`src/rtl/core/bhmc_pkg.sv`:
```
// Shared types and constants for the bilinear height map compensation block.
`timescale 1ns / 1ps
package bhmc_pkg;

  // Default grid dimension in points per axis.
  localparam int GRID_DIM_DEF = 64;

  // Widest cell index and point count that any grid dimension up to 2048 needs.
  localparam int CELL_W = 11;
  localparam int PTS_W  = 12;

  // Fixed field widths.
  localparam int ADDR_W = 12;
  localparam int DATA_W = 32;
  localparam int UNIT_W = 31;
  localparam int FRAC_W = 17;
  localparam int FACQ_W = 16;
  localparam int CFG_W  = 31;
  localparam int IDX_W  = 3;

  // Depth of the queue between the front and back parts.
  localparam int Q_DEPTH = 2;

  // One in Q1.16.
  localparam logic [FRAC_W-1:0] ONE_Q16 = 17'h10000;

  // Configuration register indexes.
  typedef enum logic [IDX_W-1:0] {
    REG_MAP_LOADED  = 3'd0,
    REG_X_ORIGIN    = 3'd1,
    REG_Y_ORIGIN    = 3'd2,
    REG_X_POINTS    = 3'd3,
    REG_Y_POINTS    = 3'd4,
    REG_OUTPUT_UNIT = 3'd5
  } reg_idx_t;

  // What a transaction asks of the back part.
  typedef enum logic [1:0] {
    CLS_WRITE = 2'd0,
    CLS_ZERO  = 2'd1,
    CLS_CALC  = 2'd2
  } cls_t;

  // How the fade factor is obtained.
  typedef enum logic [1:0] {
    FADE_FULL = 2'd0,
    FADE_NONE = 2'd1,
    FADE_DIV  = 2'd2
  } fade_t;

  // One classified transaction as it travels through the queue.
  typedef struct packed {
    cls_t                    cls;
    logic                    wr_ok;
    logic [ADDR_W-1:0]       wr_addr;
    logic [DATA_W-1:0]       wr_data;
    logic [CELL_W-1:0]       ix;
    logic [CELL_W-1:0]       iy;
    logic [FRAC_W-1:0]       tx;
    logic [FRAC_W-1:0]       ty;
    logic [PTS_W-1:0]        xp;
    fade_t                   fmode;
    logic [UNIT_W-1:0]       fnum;
    logic [UNIT_W-1:0]       fden;
  } item_t;

endpackage

```
`src/rtl/core/bhmc_queue.sv`:
```
// Short queue that decouples the front part from the back part.
`timescale 1ns / 1ps
module bhmc_queue (
  input  logic            clk,
  input  logic            rst,
  input  logic            push,
  input  bhmc_pkg::item_t din,
  input  logic            pop,
  output bhmc_pkg::item_t dout,
  output logic            full,
  output logic            empty
);
  import bhmc_pkg::*;

  localparam int PTR_W = $clog2(Q_DEPTH);
  localparam int CNT_W = $clog2(Q_DEPTH + 1);

  item_t            slots [Q_DEPTH];
  logic [PTR_W-1:0] wr_ptr;
  logic [PTR_W-1:0] rd_ptr;
  logic [CNT_W-1:0] count;

  assign full  = count == CNT_W'(Q_DEPTH);
  assign empty = count == '0;
  assign dout  = slots[rd_ptr];

  // Pointer and occupancy tracking.
  always_ff @(posedge clk) begin
    if (rst) begin
      wr_ptr <= '0;
      rd_ptr <= '0;
      count  <= '0;
    end else begin
      if (push) begin
        wr_ptr <= (wr_ptr == PTR_W'(Q_DEPTH - 1)) ? '0 : wr_ptr + 1'b1;
      end
      if (pop) begin
        rd_ptr <= (rd_ptr == PTR_W'(Q_DEPTH - 1)) ? '0 : rd_ptr + 1'b1;
      end
      if (push && !pop) begin
        count <= count + 1'b1;
      end else if (pop && !push) begin
        count <= count - 1'b1;
      end
    end
  end

  // Entry storage.
  always_ff @(posedge clk) begin
    if (push) begin
      slots[wr_ptr] <= din;
    end
  end

`ifndef ASSERT_OFF
  a_no_push_full: assert property (@(posedge clk) disable iff (rst) !(push && full))
    else $error("queue written while full");
  a_count_up: assert property (@(posedge clk) disable iff (rst)
    (push && !pop) |=> count == $past(count) + 1'b1)
    else $error("queue count did not rise on a lone push");
  a_count_down: assert property (@(posedge clk) disable iff (rst)
    (pop && !push && !empty) |=> count == $past(count) - 1'b1)
    else $error("queue count did not fall on a lone pop");
`endif

endmodule

```
`config.mk`:
```
export PLATFORM = sky130hd
export DESIGN_NAME = bhmc_queue
export DESIGN_NICKNAME = d
export VERILOG_FILES = /design/src/rtl/core/bhmc_pkg.sv /design/src/rtl/core/bhmc_queue.sv
export SDC_FILE = /design/constraint.sdc
export NUM_CORES = 1
export LEC_CHECK = 0
export ABC_CLOCK_PERIOD_IN_PS = 9690
export BUFFER_PORTS_ARGS = -buffer_cell sky130_fd_sc_hd__buf_2
export CORE_UTILIZATION = 47
export CTS_CLUSTER_SIZE = 20
export DETAILED_ROUTE_END_ITERATION = 10
export HOLD_SLACK_MARGIN = 0.06
export PLACE_DENSITY = 0.73
export SLEW_MARGIN = 10
export SYNTH_ARGS = -nofsm -noshare
export SYNTH_HDL_FRONTEND = slang
export SYNTH_SLANG_ARGS = --single-unit
```
`constraint.sdc`:
```
create_clock -name clk -period 9.69 [get_ports clk]
set_clock_uncertainty 0.05 [all_clocks]
set_input_delay 0.4845 -clock clk [delete_from_list [all_inputs] [get_ports clk]]
set_output_delay 0.4845 -clock clk [all_outputs]
set_load 0.05 [all_outputs]
```
* Word-level counts from Yosys, hierarchy flattened
Memory sizes are Yosys's and may differ from the RTL's. A register that Yosys moved wholly into a read port is not among the register bits. Cells that the tools add are included.
Cells by class: add/sub/neg operators 4, reduce and logical (&&, ||, !) cells 6, mux-type cells 8, equal/unequal tests 1
Operators by type and width (number):
- $mux W1 | 6
- $mux W2 | 2
- $add A1 B1 Y1 const B | 2
- $add A2 B1 Y2 const B | 1
- $eq A2 B2 Y1 const B | 1
- $logic_and A1 B1 Y1 | 2
- $logic_not A1 Y1 | 2
- $logic_not A2 Y1 | 1
- $reduce_bool A2 Y1 | 1
- $sub A2 B1 Y2 const B | 1
Storage, ports and cells: RAM bits 358, input port bits 183, output and inout bits 181, logic and storage cells 23, memories 1, flip-flop bits (word level) 4
Memory list:
- slots | words 2, bits a word 179, rd ports 1, clocked after memory_dff 1, write ports 1, RTL line bhmc_queue.sv:18 | item_t slots [Q_DEPTH];

* Depth between registers and ports, before layout
Gate-level depths: netlist of run 1.
depth in word-level cells 4, depth in mapped cells 5, mapped depth without buffers 5

* Worst setup path before layout of run 1
Ideal clock, no wire load.
path type register to register, start point reg wr_ptr, end point mem slots[0][0] (netlist name) (enable), buffers on the path 0, path slack 672 ps, stages on the path, launching flop included 2, required time 8898 ps, arrival 8225 ps, period minus slack after synthesis 9018 ps, cell sequence dfxtp_1 -> nor2b_1
RTL lines:
- start: declaration | RTL line bhmc_queue.sv:19 | logic [PTR_W-1:0] wr_ptr;
- start signal: assignment | RTL line bhmc_queue.sv:35 | wr_ptr <= (wr_ptr == PTR_W'(Q_DEPTH - 1)) ? '0 : wr_ptr + 1'b1;
- end: declaration | RTL line bhmc_queue.sv:18
Straight into the memory's write port.

==> impl_results.md, run 1 <==
* Pin count of the biggest net entering global routing at 76
* Starting DRC count in detailed routing at 428
* Startpoint of the tightest hold check path: din[113]
* Detailed-route DRC error count at 0
* Synth area leaders: sky130_fd_sc_hd__edfxtp_1, sky130_fd_sc_hd__mux2_4, sky130_fd_sc_hd__mux2_2, sky130_fd_sc_hd__buf_6, sky130_fd_sc_hd__dfxtp_1
* Total routed wirelength at 25900 µm
* Avg WL per Cell at 18.8 µm
* Max-cap violations at 0
* Initial core utilization at 0.482
* Root Buffer Master: sky130_fd_sc_hd__clkbuf_16
* Total number of clock tree sinks at 363
* Final RePlAce weighted congestion at 0.712
* Worst Hold Path EP: slots[0][113]
* Kind of capture point of the worst setup path: output pin
* Delay contributed by the slowest stage of the critical path at 0.97 ns
* Worst-Skew Late Latency at 0.51 ns
* 1st-pass router iterations at 4
* CTS tree: yes
* Port-buffer cells at 363
* Clock H-tree levels at 2
* Yosys warns at 0
* Via count of the first global-routing pass at 6981
* Post-layout util at 0.599
* R2R Path Start: wr_ptr
* Normalized max-slew margin at 0.270
* Overall die height at 172 µm
* Avg Synthesized Cell Area at 23.4 µm²
* Switching power total at 0.00103 W
* Total of flip-flops plus latches after synthesis at 363
* Register-to-register setup slack at 7.06 ns
* Portion of total power attributed to the clock network at 0.341
* Unrepaired setup endpoints after global routing: no
* Number of synthesized flops with an enable pin at 358
* Clock transition at the registers of the reported paths at 0.06 ns
* Net count of the mapped netlist at 763
* Capture point of the worst reg-to-reg path: slots[0][123]
* Vias per cell at 4.84
* Hold buffer count at CTS at 0
* Area share of the largest cell type after synthesis at 0.794
* Synth unique cells at 16
* Post-route minimum period at 3.66 ns
* Maximum number of buffers from clock root to sink at 3
* Worst EP arrival at 3.12 ns
* Number of cells traversed by the worst register-to-register path at 2
* CP cell instances: buf_4, mux2_2, buf_2
* Hold Path Depth at 1
* Number of max-slew violations in the final report at 0
* Library cell with the largest summed area after synthesis: sky130_fd_sc_hd__edfxtp_1
* Number of nets with antenna violations after routing at 0
* Area of the die at 29500 µm²
* Leading cell type in the layout, fill and taps excluded: sky130_fd_sc_hd__buf_2
* Initial antenna violation count at 7
* Number of buffers created by CTS at 37
* Postcts setup bufs at 0
* GR Overflow Total at 0
* Final-report hold violation count at 0
* Achievable frequency at 0.273 GHz
* Filler instances at 2156
* Slew at the pin with the worst max-slew slack at 1.09 ns
* DP Wirelength at 17300 µm
* FP Rows at 61
* Dominant register cell in the synthesized netlist: sky130_fd_sc_hd__edfxtp_1
* Setup-failing EPs final at 0
* Switch share at 0.270
* Max VDD drop at 0.164 mV
* Startpoint types: flop
* Register area share after synthesis at 0.802
* Status: complete, no violations
* Req. time, crit path at 9.16 ns
* Async SR Flop Fraction at 0
* Number of cells produced by synthesis at 579
* Global-route usage over all layers at 0.169
* Max stage delay cell, worst path: sky130_fd_sc_hd__dfxtp_4
* Fraction of layout instances using a drive strength above 1 at 0.604
* Core Area at 28100 µm²
* Boundary pin count at 364
* Share of total power in sequential cells at 0.490
* Accumulated negative setup slack at 0 ns
* Die Wd at 172 µm
* Commonest cells after routing, fill and taps aside: sky130_fd_sc_hd__buf_2, sky130_fd_sc_hd__edfxtp_1, sky130_fd_sc_hd__mux2_4
* Wire length of the first global-routing pass at 37100 µm
* Internal power at 0.00279 W
* Category of the critical setup timing path: reg2out
* PostCTS Resize Cnt at 0
* Post-synthesis to final-layout area growth at 24.4%
* # nets final at 1151
* Fraction of power consumed by combinational cells at 0.170
* Static Leak at 6.52 nW
* Final worst-path cycle share at 0.378
* Maximum fanout along the worst path at 66
* Power Density at 227 nW/µm²
* Netlist area before placement at 13500 µm²
* Vias after detailed routing at 6676
* Worst Hold Class: in2reg
[metrics by stage]
stage | setup slack (ns) | cell area, µm² | std cells | total power (W) | hold slack [ns]
6_report | 6.03 | 16800 | 1380 | 0.00382 | 0.111
5_1_grt | 5.84 | 16800 | 1378 | 0.00395 | 0.0866
4_1_cts | 5.98 | 16800 | 1374 | 0.00386 | 0.0808
3_5_place_dp | 6.54 | 15700 | 1306 | 0.00256 | 0.464
3_3_place_gp | 6.57 | 15700 | 1306 | 0.00255 | 0.435
2_1_floorplan | 0.672 | 13500 | 579 | 0.00242 | 0.411
[layer usage]
metal  share of wire  wire, µm  vias to the layer above  track usage
li1                -         -                     3096            -
met1            0.37      9680                     3237        0.188
met2            0.50     12900                      291        0.294
met3            0.10      2680                       48       0.0649
met4           0.022       571                        4       0.0637
met5         0.00085        22                        -            0
[critical path, delay by kind of cell (launching register included)]
| family | cells | cell delay [ns] |
|---|---|---|
| buffers and inverters | 2 | 1.11 |
| DFF | 1 | 0.97 |
| muxes | 1 | 0.42 |
[Yosys cell counts (all sizes together) (2+ instances only)]
cell type and count:
mux2 179, nor2b 2, xor2 2, xnor2 2, nor2 5, edfxtp 358, buf 20, dfxtp 5
[sequential cells by signal (all words and copies together) (netlist names), named ones only]
name and flops:
count 2, wr_ptr 1, slots 358, rd_ptr 1
[area by class of cell]
| cell class | instances | area, µm² | share of cell area |
|---|---|---|---|
| sequential | 363 | 10900 | 0.645 |
| multi-input combinational | 195 | 2500 | 0.149 |
| timing repair buffer | 369 | 1860 | 0.111 |
| clock buffer | 54 | 1050 | 0.0625 |
| tap | 378 | 473 | 0.0281 |
| clock inverter | 14 | 72.6 | 0.00431 |
| antenna | 6 | 15.0 | 0.000892 |
| inverter | 1 | 3.75 | 0.000223 |
[logic make-up (layout without fill, tap and decap cells)]
family,after synthesis,count (layout),share of synthesized area
DFF,363,363,0.802
muxes,179,179,0.177
buffers and inverters,21,438,0.0141
and+or+nand+nor,9,9,0.00324
xor gates and xnor gates,4,4,0.00259
AOI/OAI and AO/OA,2,2,0.000739
adders and majority gates,1,1,0.000924
other,0,6,0
[power groups by stage]
stage	Clock (W)	Sequential [W]	Combinational, W
2_1_floorplan	0	0.00191	0.000515
3_3_place_gp	0	0.00190	0.000647
3_5_place_dp	0	0.00190	0.000652
4_1_cts	0.00134	0.00187	0.000654
5_1_grt	0.00139	0.00188	0.000678
6_report	0.00130	0.00187	0.000648
[how the worst max path moves through the flow]
stage,startpoint,slack (ns),cells past startpoint,to
floorplan,wr_ptr,0.67,1,slots[0][0]
global placement,flop,6.57,3,dout[15]
detailed placement,flop,6.54,3,dout[176]
CTS,flop,5.98,3,dout[152]
global route,flop,5.84,3,dout[152]
finish,flop,6.03,3,dout[152]
Power figures use the tool's default switching activity.
==> run 2: changes to the inputs <==
--- a/config.mk
+++ b/config.mk
@@ -5,7 +5,7 @@
 export SDC_FILE = /design/constraint.sdc
 export NUM_CORES = 1
 export LEC_CHECK = 0
-export ABC_CLOCK_PERIOD_IN_PS = 9690
+export ABC_CLOCK_PERIOD_IN_PS = 2900
 export BUFFER_PORTS_ARGS = -buffer_cell sky130_fd_sc_hd__buf_2
 export CORE_UTILIZATION = 47
 export CTS_CLUSTER_SIZE = 20
==> constraint.sdc (replaced) <==
create_clock -name clk -period 2.9 [get_ports clk]
set_clock_uncertainty 0.05 [all_clocks]
set_input_delay 0.145 -clock clk [delete_from_list [all_inputs] [get_ports clk]]
set_output_delay 0.145 -clock clk [all_outputs]
set_load 0.05 [all_outputs]
==> run 2 against run 1 <==
Against the previous run: flip-flop and latch count unchanged; sequential power rose to 3.3 times the previous value; global-route usage up 2.5 points; design area up 12%; total power rose to 3.5 times the previous value; clock power rose to 3.7 times the previous value; core utilization up 7.4 points; largest cell class unchanged.
==> impl_results.md, run 2 (synthesis results as in run 1) <==
* Worst EP arrival at 2.22 ns (-0.90 ns)
* Worst-Skew Late Latency at 0.51 ns (about the same)
* Number of buffers created by CTS at 38 (+2.7%)
* Filler instances at 1884 (-13%)
* Req. time, crit path at 2.71 ns (-6.45 ns)
* Startpoint types: flop
* Wire length of the first global-routing pass at 43100 µm (+16%)
* Post-synthesis to final-layout area growth at 39.8%
* Minimum hold slack at 0.307 ns (+0.196 ns)
* Initial core utilization at 0.482 (unchanged)
* Max VDD drop at 0.569 mV (+250%)
* CTS tree: yes
* Leading cell type in the layout, fill and taps excluded: sky130_fd_sc_hd__buf_2
* PostCTS Resize Cnt at 0 (unchanged)
* Share of total power in sequential cells at 0.461 (-0.029)
* # nets final at 1340 (+16%)
* Fraction of layout instances using a drive strength above 1 at 0.518 (-0.0862)
* Setup-failing EPs final at 0 (unchanged)
* Starting DRC count in detailed routing at 440 (+2.8%)
* Registers with the most flip-flops: slots (358), count (2)
* Final-report hold violation count at 0 (unchanged)
* Portion of total power attributed to the clock network at 0.359 (+0.018)
* Worst Hold Class: in2reg
* Internal power at 0.00994 W (+260%)
* Max-cap violations at 0 (unchanged)
* Detailed-route DRC error count at 0 (unchanged)
* Category of the critical setup timing path: reg2out
* Fraction of power consumed by combinational cells at 0.181 (+0.011)
* FP Rows at 61 (unchanged)
* Maximum number of buffers from clock root to sink at 3 (unchanged)
* Biggest register: slots
* Unrepaired setup endpoints after global routing: no
* Die Wd at 172 µm (unchanged)
* Static Leak at 7.39 nW (+13%)
* Kind of capture point of the worst setup path: output pin
* Initial antenna violation count at 0 (-7)
* Avg WL per Cell at 18.9 µm (+1.0%)
* Area of the die at 29500 µm² (unchanged)
* Slew at the pin with the worst max-slew slack at 0.577 ns (-0.516 ns)
* Number of max-slew violations in the final report at 0 (unchanged)
* Achievable frequency at 0.414 GHz
* Commonest cells after routing, fill and taps aside: sky130_fd_sc_hd__buf_2, sky130_fd_sc_hd__edfxtp_1, sky130_fd_sc_hd__dlygate4sd3_1
* Post-route minimum period at 2.41 ns
* Area occupied by multi-input gates at 2500 µm² (unchanged)
* Pin count of the biggest net entering global routing at 92 (+21%)
* Global-route usage over all layers at 0.195 (+0.0254)
* GR Overflow Total at 0 (unchanged)
* Sequential cell area at 10900 µm² (about the same)
* Port-buffer cells at 363 (unchanged)
* Normalized max-slew margin at 0.615 (+0.346)
* Final standard cell area without fillers at 18900 µm² (+12%)
* Via count of the first global-routing pass at 8068 (+16%)
* Max reg flops at 358 (unchanged)
* Overall die height at 172 µm (unchanged)
* Boundary pin count at 364 (unchanged)
* Root Buffer Master: sky130_fd_sc_hd__clkbuf_16
* Core Area at 28100 µm² (unchanged)
* Number of nets with antenna violations after routing at 0 (unchanged)
* Vias after detailed routing at 7452 (+12%)
* Clock H-tree levels at 2 (unchanged)
* Total routed wirelength at 29600 µm (+14%)
* Total number of clock tree sinks at 363 (unchanged)
* Final RePlAce weighted congestion at 0.741 (+4.0%)
* Maximum fanout along the worst path at 30 (-55%)
* Final worst-path cycle share at 0.832
* DP Wirelength at 17300 µm (-0.19%)
* Switching power total at 0.00359 W (+250%)
* 1st-pass router iterations at 4 (unchanged)
* Placed standard-cell area at 15800 µm² (+0.80%)
* Postcts setup bufs at 0 (unchanged)
* Clock transition at the registers of the reported paths at 0.06 ns (about the same)
* Status: complete, no violations
* Switch share at 0.265 (-0.00443)
* Vias per cell at 4.78 (-1.3%)
* Power Density at 715 nW/µm² (+220%)
==> run 2: timing repair <==
action,CTS,global route
hold buffers,183,0
hold endpoints to repair,363,0
setup endpoints to repair,0,0
==> run 2: power by group through the flow <==
stage	registers (W)	clock network (W)	logic, W
CTS	0.00623	0.00492	0.00244
global route	0.00626	0.00514	0.00255
finish	0.00623	0.00485	0.00244
floorplan	0.00631	0	0.00172
global placement	0.00632	0	0.00221
detailed placement	0.00634	0	0.00223
==> run 2: final timing paths <==
| kind | start | end | slack, ns | cells after the start |
|---|---|---|---|---|
| worst min register to register | rd_ptr | rd_ptr | 0.48 | 2 |
| worst min-delay path | din[172] | slots[1][172] | 0.31 | 2 |
| worst max register to register | wr_ptr | slots[1][121] | 1.44 | 2 |
| worst max-delay path | flop | dout[152] | 0.49 | 3 |
==> run 2: layer usage <==
layer  up-vias  GRT usage  wire [µm]  share of wire
met5         -          0          0              0
met4         0     0.0555        568          0.019
met3        42     0.0578       2390          0.081
met2       287      0.361      15600           0.53
met1      3667      0.214      11000           0.37
li1       3456          -          -              -
==> run 2: area by class of cell <==
cell class	instances	share of cell area
repair buffers	557	0.202
multi-input cells	195	0.132
flip-flops and latches	363	0.574
diodes	1	0.000132
clock buffers	48	0.0567
clock inverters	17	0.00992
inverters	1	0.000198
well taps	378	0.0250
==> run 2: critical path, stage by stage (launching register included) <==
cell and delay (ns):
sky130_fd_sc_hd__dfxtp_4 0.69, sky130_fd_sc_hd__buf_4 0.41, sky130_fd_sc_hd__mux2_2 0.38, sky130_fd_sc_hd__buf_2 0.21
==> run 2: through the flow <==
step	setup WS (ns)	total power, W	std cells	TNS, ns	utilization
2_1_floorplan	-0.548	0.00804	579	-127.11	-
4_1_cts	0.413	0.0136	1559	0	0.673
6_report	0.487	0.0135	1560	0	0.673
3_5_place_dp	0.974	0.00857	1311	0	0.563
3_3_place_gp	1.00	0.00853	1311	0	0.563
5_1_grt	0.373	0.0140	1559	0	0.673
