`src/rtl/core/bhmc_pkg.sv`:
```
// Shared types and constants for the bilinear height map compensation block.
`timescale 1ns / 1ps
package bhmc_pkg;

  // Default grid dimension in points per axis.
  localparam int GRID_DIM_DEF = 64;

  // Widest cell index and point count that any grid dimension up to 2048 needs.
  localparam int CELL_W = 11;
  localparam int PTS_W  = 12;

  // Fixed field widths.
  localparam int ADDR_W = 12;
  localparam int DATA_W = 32;
  localparam int UNIT_W = 31;
  localparam int FRAC_W = 17;
  localparam int FACQ_W = 16;
  localparam int CFG_W  = 31;
  localparam int IDX_W  = 3;

  // Depth of the queue between the front and back parts.
  localparam int Q_DEPTH = 2;

  // One in Q1.16.
  localparam logic [FRAC_W-1:0] ONE_Q16 = 17'h10000;

  // Configuration register indexes.
  typedef enum logic [IDX_W-1:0] {
    REG_MAP_LOADED  = 3'd0,
    REG_X_ORIGIN    = 3'd1,
    REG_Y_ORIGIN    = 3'd2,
    REG_X_POINTS    = 3'd3,
    REG_Y_POINTS    = 3'd4,
    REG_OUTPUT_UNIT = 3'd5
  } reg_idx_t;

  // What a transaction asks of the back part.
  typedef enum logic [1:0] {
    CLS_WRITE = 2'd0,
    CLS_ZERO  = 2'd1,
    CLS_CALC  = 2'd2
  } cls_t;

  // How the fade factor is obtained.
  typedef enum logic [1:0] {
    FADE_FULL = 2'd0,
    FADE_NONE = 2'd1,
    FADE_DIV  = 2'd2
  } fade_t;

  // One classified transaction as it travels through the queue.
  typedef struct packed {
    cls_t                    cls;
    logic                    wr_ok;
    logic [ADDR_W-1:0]       wr_addr;
    logic [DATA_W-1:0]       wr_data;
    logic [CELL_W-1:0]       ix;
    logic [CELL_W-1:0]       iy;
    logic [FRAC_W-1:0]       tx;
    logic [FRAC_W-1:0]       ty;
    logic [PTS_W-1:0]        xp;
    fade_t                   fmode;
    logic [UNIT_W-1:0]       fnum;
    logic [UNIT_W-1:0]       fden;
  } item_t;

endpackage

```
`src/rtl/core/bhmc_front.sv`:
```
// Front part: accepts transactions, locates the grid cell and classifies the fade.
`timescale 1ns / 1ps
module bhmc_front #(
  parameter int GRID_DIM = bhmc_pkg::GRID_DIM_DEF
) (
  input  logic                          start,
  input  logic                          busy,
  input  logic                          action,
  input  logic [bhmc_pkg::ADDR_W-1:0]   grid_address,
  input  logic signed [31:0]            grid_value,
  input  logic                          enable,
  input  logic                          clear,
  input  logic signed [31:0]            x_position,
  input  logic signed [31:0]            y_position,
  input  logic signed [31:0]            z_position,
  input  logic signed [31:0]            fade_limit,
  input  logic                          map_loaded,
  input  logic signed [15:0]            grid_x_origin,
  input  logic signed [15:0]            grid_y_origin,
  input  logic [6:0]                    grid_x_points,
  input  logic [6:0]                    grid_y_points,
  output logic                          push,
  output bhmc_pkg::item_t               item
);
  import bhmc_pkg::*;

  typedef struct packed {
    logic [CELL_W-1:0] cidx;
    logic [FRAC_W-1:0] frac;
  } loc_t;

  // Clamp the number of points in use to the grid.
  function automatic logic [PTS_W-1:0] clamp_pts(input logic [6:0] p);
    logic [PTS_W-1:0] r;
    if (p < 7'd2) begin
      r = PTS_W'(2);
    end else if (32'(p) > 32'(GRID_DIM)) begin
      r = PTS_W'(GRID_DIM);
    end else begin
      r = PTS_W'(p);
    end
    return r;
  endfunction

  // Clamp a position to one axis and split it into cell index and fraction.
  function automatic loc_t locate(input logic signed [31:0] pos,
                                  input logic signed [15:0] org,
                                  input logic [PTS_W-1:0]   pts);
    logic signed [33:0] lo;
    logic signed [33:0] hi;
    logic signed [33:0] p;
    logic signed [33:0] g;
    logic signed [17:0] hi_mm;
    logic [17:0]        craw;
    logic [17:0]        cmax;
    loc_t               r;
    lo    = {{2{org[15]}}, org, 16'h0000};
    hi_mm = 18'(org) + 18'(signed'({1'b0, pts})) - 18'sd1;
    hi    = {hi_mm, 16'h0000};
    p     = 34'(pos);
    if (p < lo) p = lo;
    if (p > hi) p = hi;
    g     = p - lo;
    craw  = g[33:16];
    cmax  = 18'(pts) - 18'd2;
    if (craw > cmax) begin
      // Only the far edge lands here, so the fraction is exactly one.
      r.cidx = CELL_W'(cmax);
      r.frac = ONE_Q16;
    end else begin
      r.cidx = CELL_W'(craw);
      r.frac = {1'b0, g[15:0]};
    end
    return r;
  endfunction

  logic [PTS_W-1:0] xp;
  logic [PTS_W-1:0] yp;
  loc_t             lx;
  loc_t             ly;
  logic [31:0]      fade_diff;

  assign push      = start && !busy;
  assign xp        = clamp_pts(grid_x_points);
  assign yp        = clamp_pts(grid_y_points);
  assign lx        = locate(x_position, grid_x_origin, xp);
  assign ly        = locate(y_position, grid_y_origin, yp);
  assign fade_diff = 32'(fade_limit - z_position);

  // Build the transaction for the back part.
  always_comb begin
    item         = '0;
    item.wr_ok   = 32'(grid_address) < 32'(GRID_DIM * GRID_DIM);
    item.wr_addr = grid_address;
    item.wr_data = grid_value;
    item.ix      = lx.cidx;
    item.iy      = ly.cidx;
    item.tx      = lx.frac;
    item.ty      = ly.frac;
    item.xp      = xp;
    item.fnum    = '0;
    item.fden    = UNIT_W'(1);
    if (!action) begin
      item.cls = CLS_WRITE;
    end else if (enable && map_loaded && !clear) begin
      item.cls = CLS_CALC;
    end else begin
      item.cls = CLS_ZERO;
    end
    if (fade_limit <= 0) begin
      item.fmode = FADE_FULL;
    end else if (z_position >= fade_limit) begin
      item.fmode = FADE_NONE;
    end else if (z_position <= 0) begin
      item.fmode = FADE_FULL;
    end else begin
      item.fmode = FADE_DIV;
      item.fnum  = fade_diff[UNIT_W-1:0];
      item.fden  = fade_limit[UNIT_W-1:0];
    end
  end

endmodule

```
`config.mk`:
```
export PLATFORM = sky130hd
export DESIGN_NAME = bhmc_front
export DESIGN_NICKNAME = d
export VERILOG_FILES = /design/src/rtl/core/bhmc_pkg.sv /design/src/rtl/core/bhmc_front.sv
export SDC_FILE = /design/constraint.sdc
export NUM_CORES = 1
export LEC_CHECK = 0
export BUFFER_PORTS_ARGS = -buffer_cell sky130_fd_sc_hd__buf_4
export CORE_AREA = 2 2 159 161
export DETAILED_ROUTE_END_ITERATION = 16
export DIE_AREA = 0 0 161 163
export PLACE_DENSITY = 0.73
export SLEW_MARGIN = 20
export SYNTH_ARGS = -nofsm -noshare
export SYNTH_HDL_FRONTEND = slang
export SYNTH_SLANG_ARGS = --single-unit
```
`constraint.sdc`:
```
create_clock -name vclk -period 12.7
set_input_delay 1.27 -clock vclk [all_inputs]
set_output_delay 1.27 -clock vclk [all_outputs]
set_load 0.005 [all_outputs]
```
### Word-level counts from Yosys, hierarchy flattened

Index checks and enable logic that the tools add are counted.

| word-level totals | value |
|---|---|
| bits in registers | 0 |
| bits in latches | 0 |
| RAM bits | 0 |
| bits in read-only memories | 0 |
| input port bits | 224 |
| word-level logic and storage cells | 45 |
| memories kept | 0 |

| cells by class | value |
|---|---|
| add/subtract/negate cells | 9 |
| multipliers | 0 |
| divide/modulo/power cells | 0 |
| $lt $le $gt $ge | 13 |
| eq/ne operators | 0 |
| shifts and indexed selects | 0 |
| mux-type cells | 18 |
| bitwise operators | 0 |
| reductions and logical operators | 5 |

Operator list:

| kind | count |
|---|---|
| 62-bit 2-to-1 mux | 3 |
| 34-bit 2-to-1 mux | 4 |
| 34-bit greater-than comparator | 2 |
| 34-bit by 32-bit subtractor with 34-bit output | 2 |
| 32-bit by 1-bit less-or-equal comparator with 1-bit output (second input constant) | 2 |
| 32-bit < comparator | 2 |
| 28-bit 2-to-1 mux | 2 |
| 18-bit greater-than comparator | 2 |
| 17-bit by 2-bit subtractor with 18-bit output (second input constant) | 2 |
| 16-bit by 8-bit adder with 17-bit output | 2 |
| 32-bit >= comparator | 1 |
| 31-bit subtractor | 1 |
| 7-bit 2-to-1 mux | 4 |
| 12-bit by 2-bit subtractor with 13-bit output (second input constant) | 2 |
| 7-bit greater-than comparator (second input constant) | 2 |
| 7-bit by 2-bit < comparator with 1-bit output (second input constant) | 2 |
| 2-bit 2-to-1 mux | 5 |
| 1-bit logical AND | 3 |
| 1-bit logical NOT | 2 |

### Longest topological paths before layout

Gate-level depths: netlist of the first run.

| logic depth | value |
|---|---|
| word-level depth | 10 |
| gate-level depth with buffers | 43 |
| gate-level depth less buffers | 40 |

### Least setup slack after synthesis of the first run

Ideal clock, no wire load.

| timing | value |
|---|---|
| kind | input-to-output |
| start point | in grid_y_points[4] |
| end point | out item[115] in the netlist's numbering |
| data arrival time | 10,530 ps |
| data required time | 11,430 ps |
| setup slack | 900 ps |
| stages | 39 |
| buffers on the path | 3 |
| cells stage by stage | or3_1 or3_1 a21oi_1 inv_1 ha_1 inv_1 ha_1 fa_1 a211o_1 a2111oi_4 o311ai_1 o31a_1 a31oi_4 o21bai_2 ha_1 nand3_1 nor3_1 nand2_1 (+3 left out) buf_1 clkbuf_1 o21ai_0 ha_1 a21o_1 or3_1 a311oi_1 nor3_1 o31ai_1 or4b_1 o211ai_1 ha_1 and4_1 nand4_1 o22ai_1 a21oi_1 clkbuf_1 mux2i_1 |

RTL lines:

| item | line | text |
|---|---|---|
| start, declared | bhmc_front.sv:21 | `input logic [6:0] grid_y_points,` |
| end, declared | bhmc_front.sv:23 | `output bhmc_pkg::item_t item` |

==> qor.yml, run 1 <==
ys_warn_count: 0
power.share.clock_pct: 0
syn_inst: 1450
worstMarginPinSlew_ns: 0.662
leakage_nw: 6.70
hpwl_um: 28900
criticalPathCategory: "in2out"
dp_slack_ns: 0.191
setup_violations: 0
critPathLaunch: "grid_x_points[5]"
required_ns: 11.43
peakVddDrop_uv: 91.2
overflow: 0
synth.avg_cell_area_um2: 7.03
slew_headroom_pct: 55.7
drtPass1Iterations: 5
worstSetupEndpointType: "primary output"
worst_path_max_delay_cell: "or4_1"
nClkBuffers: 0
mostFrequentLayoutCell: "buf_4"
status: "finished clean"
num-fill-cells: 2480
crit_path_start_kind: "input port"
fin_area_mm2: 0.0126
nNetsFinal: 2189
syn_area_mm2: 0.0102
powerDensity_mw_per_mm2: 126
seq_area_frac_synth_pct: 0
start_util_pct: 41.3
crit_family: "compound AO/OA/AOI/OAI gates"
clock.fmax_mhz: 82.5
drt_iter0_markers: 730
final_cell_count_no_fill: 2044
hold_violations: 0
hold_class: "in2out"
num_rows: 58
fin_setup_tns_ns: 0
areaGrowthSynthToFinish_pct: 24.0
hold_ws_ns: 2.54
pwr-share-seq_pct: 0
seq_area_um2: 0
core_area_mm2: 0.0247
slowest_delay_ns: 0.46
p_switching_uw: 851
seq_cell_count: 0
final_antenna_net_count: 0
synth_area_leader_cell: "ha_1"
crit_path_frequent_cell: "ha_1"
synthTopCellsByArea: "ha_1 (30%), inv_1 (6.9%), a21oi_1 (5.7%)"
yosysUniqueCellTypes: 74
place.gp.congestion: 0.972
period_minus_slack_ns: 12.12
place_area_mm2: 0.0126
grt_usage_pct: 23.3
fp.dieH_um: 163
worstPathMaxFanout: 32
post-place-cells: 2044
swShare_pct: 53.4
wire_per_inst_um: 16.2
crit_buf_inv: 6
drive_above_1_share_pct: 21.9
die_w_um: 161
grt_pass1_vias: 10600
crit_end: "item[128]"
setup_slack_ns: 0.582
grt_max_degree: 43
max_cap_viol_count: 0
diodes: 0
critPathArrivalTime_ns: 10.85
antenna_found_initial: 0
cp.depth: 40
io_buffers: 310
post-route-period-util_pct: 95.4
io_pins: 404
p_int_uw: 742
drc: 0
rsz0062_at_grt: "no"
synth.top_cell.area_share_pct: 29.9
final_cell_mix: "buf_4 (320), ha_1 (244), inv_1 (187)"
grt_pass1_wl_um: 51200
wl_um: 33000
finalMaxSlewViolations: 0
via_per_inst: 5.50
die_area_mm2: 0.0262
vias: 11200
p_comb_share_pct: 100.0
how the worst min path moves through the flow:
stage,from,cells after the start,endpoint
6_report,grid_value[3],0,item[135]
5_1_grt,grid_value[3],0,item[135]
4_1_cts,grid_value[1],0,item[133]
3_5_place_dp,grid_value[1],0,item[133]
3_3_place_gp,grid_value[1],0,item[133]
2_1_floorplan,busy,1,push
area by class of cell:
| cell class | instances | area, µm² | share of cell area (%) |
|---|---|---|---|
| multi-input combinational | 1205 | 9110 | 72.1 |
| timing repair buffer | 321 | 2410 | 19.1 |
| inverter | 188 | 706 | 5.58 |
| tap | 330 | 413 | 3.27 |
what timing repair did:
| action | in CTS | in global routing |
|---|---|---|
| hold buffers | 0 | 0 |
| hold endpoints to repair | 0 | 0 |
| setup endpoints to repair | 0 | 56 |
| resized for setup | 0 | 9 |
| buffers inserted | 0 | 0 |
power groups by stage:
stage	Sequential, mW	Clock, mW	Combinational, mW
final	0	0	1.59
after global routing	0	0	1.76
after CTS	0	0	1.58
after detailed placement	0	0	1.57
after global placement	0	0	1.54
after floorplan	0	0	1.04
synth_stat cells, drive strengths merged, types with 27 or more instances:
cell type and instances:
ha 244, inv 187, nor2 125, a21oi 118, o21ai 98, nand2 73, buf 58, xnor2 48
a21o 33, xor2 31, nor3 29, nor4 27
cell families after synthesis:
kind of cell	Yosys count	share of synthesized area (%)
other	2	0.0737
xor gates and xnor gates	81	7.23
muxes	46	4.77
adders and majority gates	249	30.9
buffers and inverters	267	11.8
AOI/OAI and AO/OA	376	23.8
and+or+nand+nor	429	21.4
through the flow:
stage	util, %	total power, mW
2_1_floorplan	-	1.04
3_3_place_gp	51.1	1.54
3_5_place_dp	51.1	1.57
4_1_cts	51.1	1.58
5_1_grt	51.2	1.76
6_report	51.2	1.59
routing by layer:
metal	routed length, µm	GRT usage, %	vias to the layer above
met2	15800	41.6	379
met4	561	3.86	0
met1	14600	30.7	5209
met5	0	0	-
met3	2090	2.34	43
li1	-	-	5615
Note: power is estimated with default switching activity, not from simulation.
==> run 2, diff against run 1 <==
--- a/config.mk
+++ b/config.mk
@@ -5,11 +5,12 @@
 export SDC_FILE = /design/constraint.sdc
 export NUM_CORES = 1
 export LEC_CHECK = 0
+export ABC_AREA = 1
 export BUFFER_PORTS_ARGS = -buffer_cell sky130_fd_sc_hd__buf_4
-export CORE_AREA = 2 2 159 161
+export CORE_AREA = 2 2 157 159
 export DETAILED_ROUTE_END_ITERATION = 16
-export DIE_AREA = 0 0 161 163
-export PLACE_DENSITY = 0.73
+export DIE_AREA = 0 0 159 161
+export PLACE_DENSITY = 0.76
 export SLEW_MARGIN = 20
 export SYNTH_ARGS = -nofsm -noshare
 export SYNTH_HDL_FRONTEND = slang
==> qor.yml, run 2 <==
crit_path_frequent_cell: "nand2_1"
clock.fmax_mhz: 86.1
fin_util_pct: 53.5
num_rows: 57
synth.top_cell.area_share_pct: 28.9
diodes: 0
hpwl_um: 31000
finalMaxSlewViolations: 0
critPathArrivalTime_ns: 10.34
via_per_inst: 5.25
swShare_pct: 59.1
power.share.clock_pct: 0
synth_top_family_by_area: "adder cells"
final_antenna_net_count: 0
synth_area_leader_cell: "ha_1"
nNetsFinal: 2504
final_cell_mix: "nand2_1 (341), buf_4 (313), inv_1 (294)"
fp.dieH_um: 161
worstPathMaxFanout: 46
hold_end: "item[146]"
io_pins: 404
synth-simple-area-share_pct: 28.0
synth.most_common_cell: "nand2_1"
wl_um: 35000
p_switching_mw: 1.22
worstSetupEndpointType: "primary output"
nClkBuffers: 0
die_w_um: 159
ys_warn_count: 0
setup_violations: 0
seq_area_frac_synth_pct: 0
hold_class: "in2out"
mostFrequentLayoutCell: "nand2_1"
p_int_uw: 846
drive_above_1_share_pct: 16.7
synth.avg_cell_area_um2: 5.94
vias: 12300
p_comb_share_pct: 100.0
power_mw: 2.07
overflow: 0
worst_path_max_delay_cell: "inv_1"
synthTopCellsByArea: "ha_1 (29%), nand2_1 (12%), inv_1 (10%)"
powerDensity_mw_per_mm2: 161
syn_inst: 1776
peakVddDrop_uv: 104
holdPathStages: 0
fin_setup_tns_ns: 0
status: "finished clean"
areaGrowthSynthToFinish_pct: 21.5
yosysUniqueCellTypes: 46
grt_pass1_wl_um: 55600
pwr-share-seq_pct: 0
post-route-period-util_pct: 91.4
grt_pass1_vias: 11900
die_area_mm2: 0.0256
seq_cell_count: 0
cts_setup_buffers: 0
drc: 0
required_ns: 11.43
worstMarginPinSlew_ns: 0.750
criticalPathCategory: "in2out"
wire_per_inst_um: 14.9
synth_mux_area_share_pct: 0
drtPass1Iterations: 5
synthXorXnorAreaFrac_pct: 6.72
grt_usage_pct: 25.8
core_area_mm2: 0.0240
io_buffers: 310
min_from: "grid_value[14]"
synthTopCellsByCount: "nand2_1 (341), inv_1 (295), ha_1 (244)"
synth-adder-area-share_pct: 29.9
crit_path_start_kind: "input port"
syn_area_mm2: 0.0106
seq_area_um2: 0
antenna_found_initial: 0
hold_violations: 0
slowest_delay_ns: 0.60
crit_family: "compound AO/OA/AOI/OAI gates"
place.gp.congestion: 0.989
crit_buf_inv: 5
grt_max_degree: 49
hold_ws_ns: 2.54
synth-compound-area-share_pct: 19.4
max_cap_viol_count: 0
rsz0062_at_grt: "no"
drt_iter0_markers: 693
period_minus_slack_ns: 11.61
leakage_nw: 7.40
start_util_pct: 44.0
slew_headroom_pct: 49.4
[run 2: cell count changes after synthesis, sizes merged, moves of 33 or more]
cell	change
a21oi	+33
inv	+108
nand2	+275
nand3	+70
nor2	+66
o21ai	+39
[run 2: cell families (layout without fill, tap and decap cells)]
group | Yosys count | in the layout
other cells | 2 | 24
xor+xnor | 81 | 81
compound gates | 362 | 362
simple gates | 705 | 705
buf+inv | 377 | 608
fa+ha+maj | 249 | 249
[run 2: power groups by stage]
| stage | combinational, mW | clock, mW | sequential [mW] |
|---|---|---|---|
| global route | 2.35 | 0 | 0 |
| finish | 2.07 | 0 | 0 |
| floorplan | 1.40 | 0 | 0 |
| CTS | 2.05 | 0 | 0 |
| detailed placement | 2.03 | 0 | 0 |
| global placement | 1.99 | 0 | 0 |
[run 2: worst max-delay path by stage]
stage                     startpoint        end  slack [ns]  depth (start not counted)
detailed placement  grid_y_points[2]  item[119]        1.15                         54
global placement    grid_y_points[2]  item[117]        1.46                         54
CTS                 grid_y_points[2]  item[119]        1.11                         54
finish              grid_x_points[6]  item[128]        1.09                         47
floorplan           grid_y_points[2]  item[116]        2.83                         53
global route        grid_y_points[2]  item[110]        0.07                         52
[run 2: metrics by stage]
| step | setup WS [ns] | cell area [µm²] | std cells |
|---|---|---|---|
| finish | 1.09 | 12800 | 2353 |
| global route | 0.0739 | 12800 | 2353 |
| CTS | 1.11 | 12800 | 2353 |
| detailed placement | 1.15 | 12800 | 2353 |
| global placement | 1.46 | 12800 | 2353 |
| floorplan | 2.83 | 10600 | 1798 |
[run 2: timing repair]
action,CTS,global route
gates resized for setup,0,1
hold endpoints to repair,0,0
setup endpoints to repair,0,1
hold buffers,0,0
[run 2: area by class of cell]
type | count | area [µm²]
Tap cell | 324 | 405
Timing Repair Buffer | 313 | 2350
Fill cell | 2529 | 11100
Inverter | 295 | 1110
Multi-Input combinational cell | 1421 | 8960
[run 2: layer usage]
layer  GRT usage [%]  share of wire [%]
met5               0                  0
met3            2.70                6.9
met4            10.9                4.7
met2            48.7                 48
met1            29.5                 40
==> run 3, diff against run 2 <==
--- a/config.mk
+++ b/config.mk
@@ -11,6 +11,7 @@
 export DETAILED_ROUTE_END_ITERATION = 16
 export DIE_AREA = 0 0 159 161
 export PLACE_DENSITY = 0.76
+export REMOVE_ABC_BUFFERS = 1
 export SLEW_MARGIN = 20
 export SYNTH_ARGS = -nofsm -noshare
 export SYNTH_HDL_FRONTEND = slang
==> qor.yml, run 3 (synthesis gave the netlist of run 2 again) <==
status: "finished clean"
seq_cell_count: 0
hold_violations: 0
crit_buf_inv: 5
wl_um: 35900
via_per_inst: 5.24
final_cell_count_no_fill: 2353
dp_slack_ns: 1.16
slowest_delay_ns: 0.46
vias: 12300
required_ns: 11.43
io_buffers: 310
wire_per_inst_um: 15.3
seq_area_um2: 0
criticalPathCategory: "in2out"
grt_pass1_wl_um: 57400
fin_setup_tns_ns: 0
drtPass1Iterations: 5
place.gp.congestion: 1.02
grt_pass1_vias: 12100
slew_headroom_pct: 40.6
io_pins: 404
peakVddDrop_uv: 132
drt_iter0_markers: 719
powerDensity_mw_per_mm2: 158
rsz0062_at_grt: "no"
hold_class: "in2out"
nNetsFinal: 2503
hold_buffers: 0
critPathArrivalTime_ns: 10.27
start_util_pct: 44.0
post-place-cells: 2352
worstSetupEndpointType: "primary output"
period_minus_slack_ns: 11.54
drive_above_1_share_pct: 16.7
areaGrowthSynthToFinish_pct: 21.5
fp.dieH_um: 161
setup_violations: 0
fin_area_mm2: 0.0128
worstMarginPinSlew_ns: 0.890
core_area_mm2: 0.0240
cts-resized-gates: 0
place_area_mm2: 0.0128
worst_path_max_delay_cell: "clkinvlp_4"
hpwl_um: 31800
crit_path_frequent_cell: "nand2_1"
overflow: 0
final_antenna_net_count: 0
num_rows: 57
fin_util_pct: 53.5
cts_setup_buffers: 0
crit_family: "compound AO/OA/AOI/OAI gates"
max_cap_viol_count: 0
crit_path_start_kind: "input port"
grt_usage_pct: 26.6
leakage_nw: 7.39
die_w_um: 159
die_area_mm2: 0.0256
mostFrequentLayoutCell: "nand2_1"
final_cell_mix: "nand2_1 (341), buf_4 (312), inv_1 (294)"
drc: 0
grt_max_degree: 47
finalMaxSlewViolations: 0
setup_slack_ns: 1.16
post-route-period-util_pct: 90.9
nClkBuffers: 0
antenna_found_initial: 2
clock.fmax_mhz: 86.6
worstPathMaxFanout: 46
[run 3: cell types whose count changed in the layout (fill, tap and decap cells not counted)]
cell / before / now
diode_2: 0 / 1
buf_4: 313 / 312
[run 3: through the flow]
stage,hold WS [ns],power [mW]
after CTS,2.54,2.02
after floorplan,2.54,1.34
after detailed placement,2.54,2.01
final,2.54,2.03
after global routing,2.54,2.32
after global placement,2.54,1.97
[run 3: final cells by class]
class,instances,area [µm²]
fill,2421,11100
multi-input combinational,1421,8960
tap,324,405
antenna,1,2.50
inverter,295,1110
timing repair buffer,312,2340
[run 3: routing by layer]
layer / GRT usage, % / part of all wire, %
met1: 31.2 / 42
met2: 46.1 / 45
met4: 10.7 / 4.4
met3: 6.88 / 8.7
met5: 2.65 / 0.22
[run 3: power breakdown]
| part | switching (mW) | internal (mW) |
|---|---|---|
| Combinational | 1.18 | 0.846 |
| Clock | 0 | 0.0000000105 |
| Sequential | 0 | 0 |
[run 3: worst paths after layout]
| check | depth (start not counted) | start | slack [ns] | endpoint |
|---|---|---|---|---|
| worst min-delay path | 0 | grid_address[1] | 2.54 | item[165] |
| worst max-delay path | 53 | grid_y_points[2] | 1.16 | item[77] |
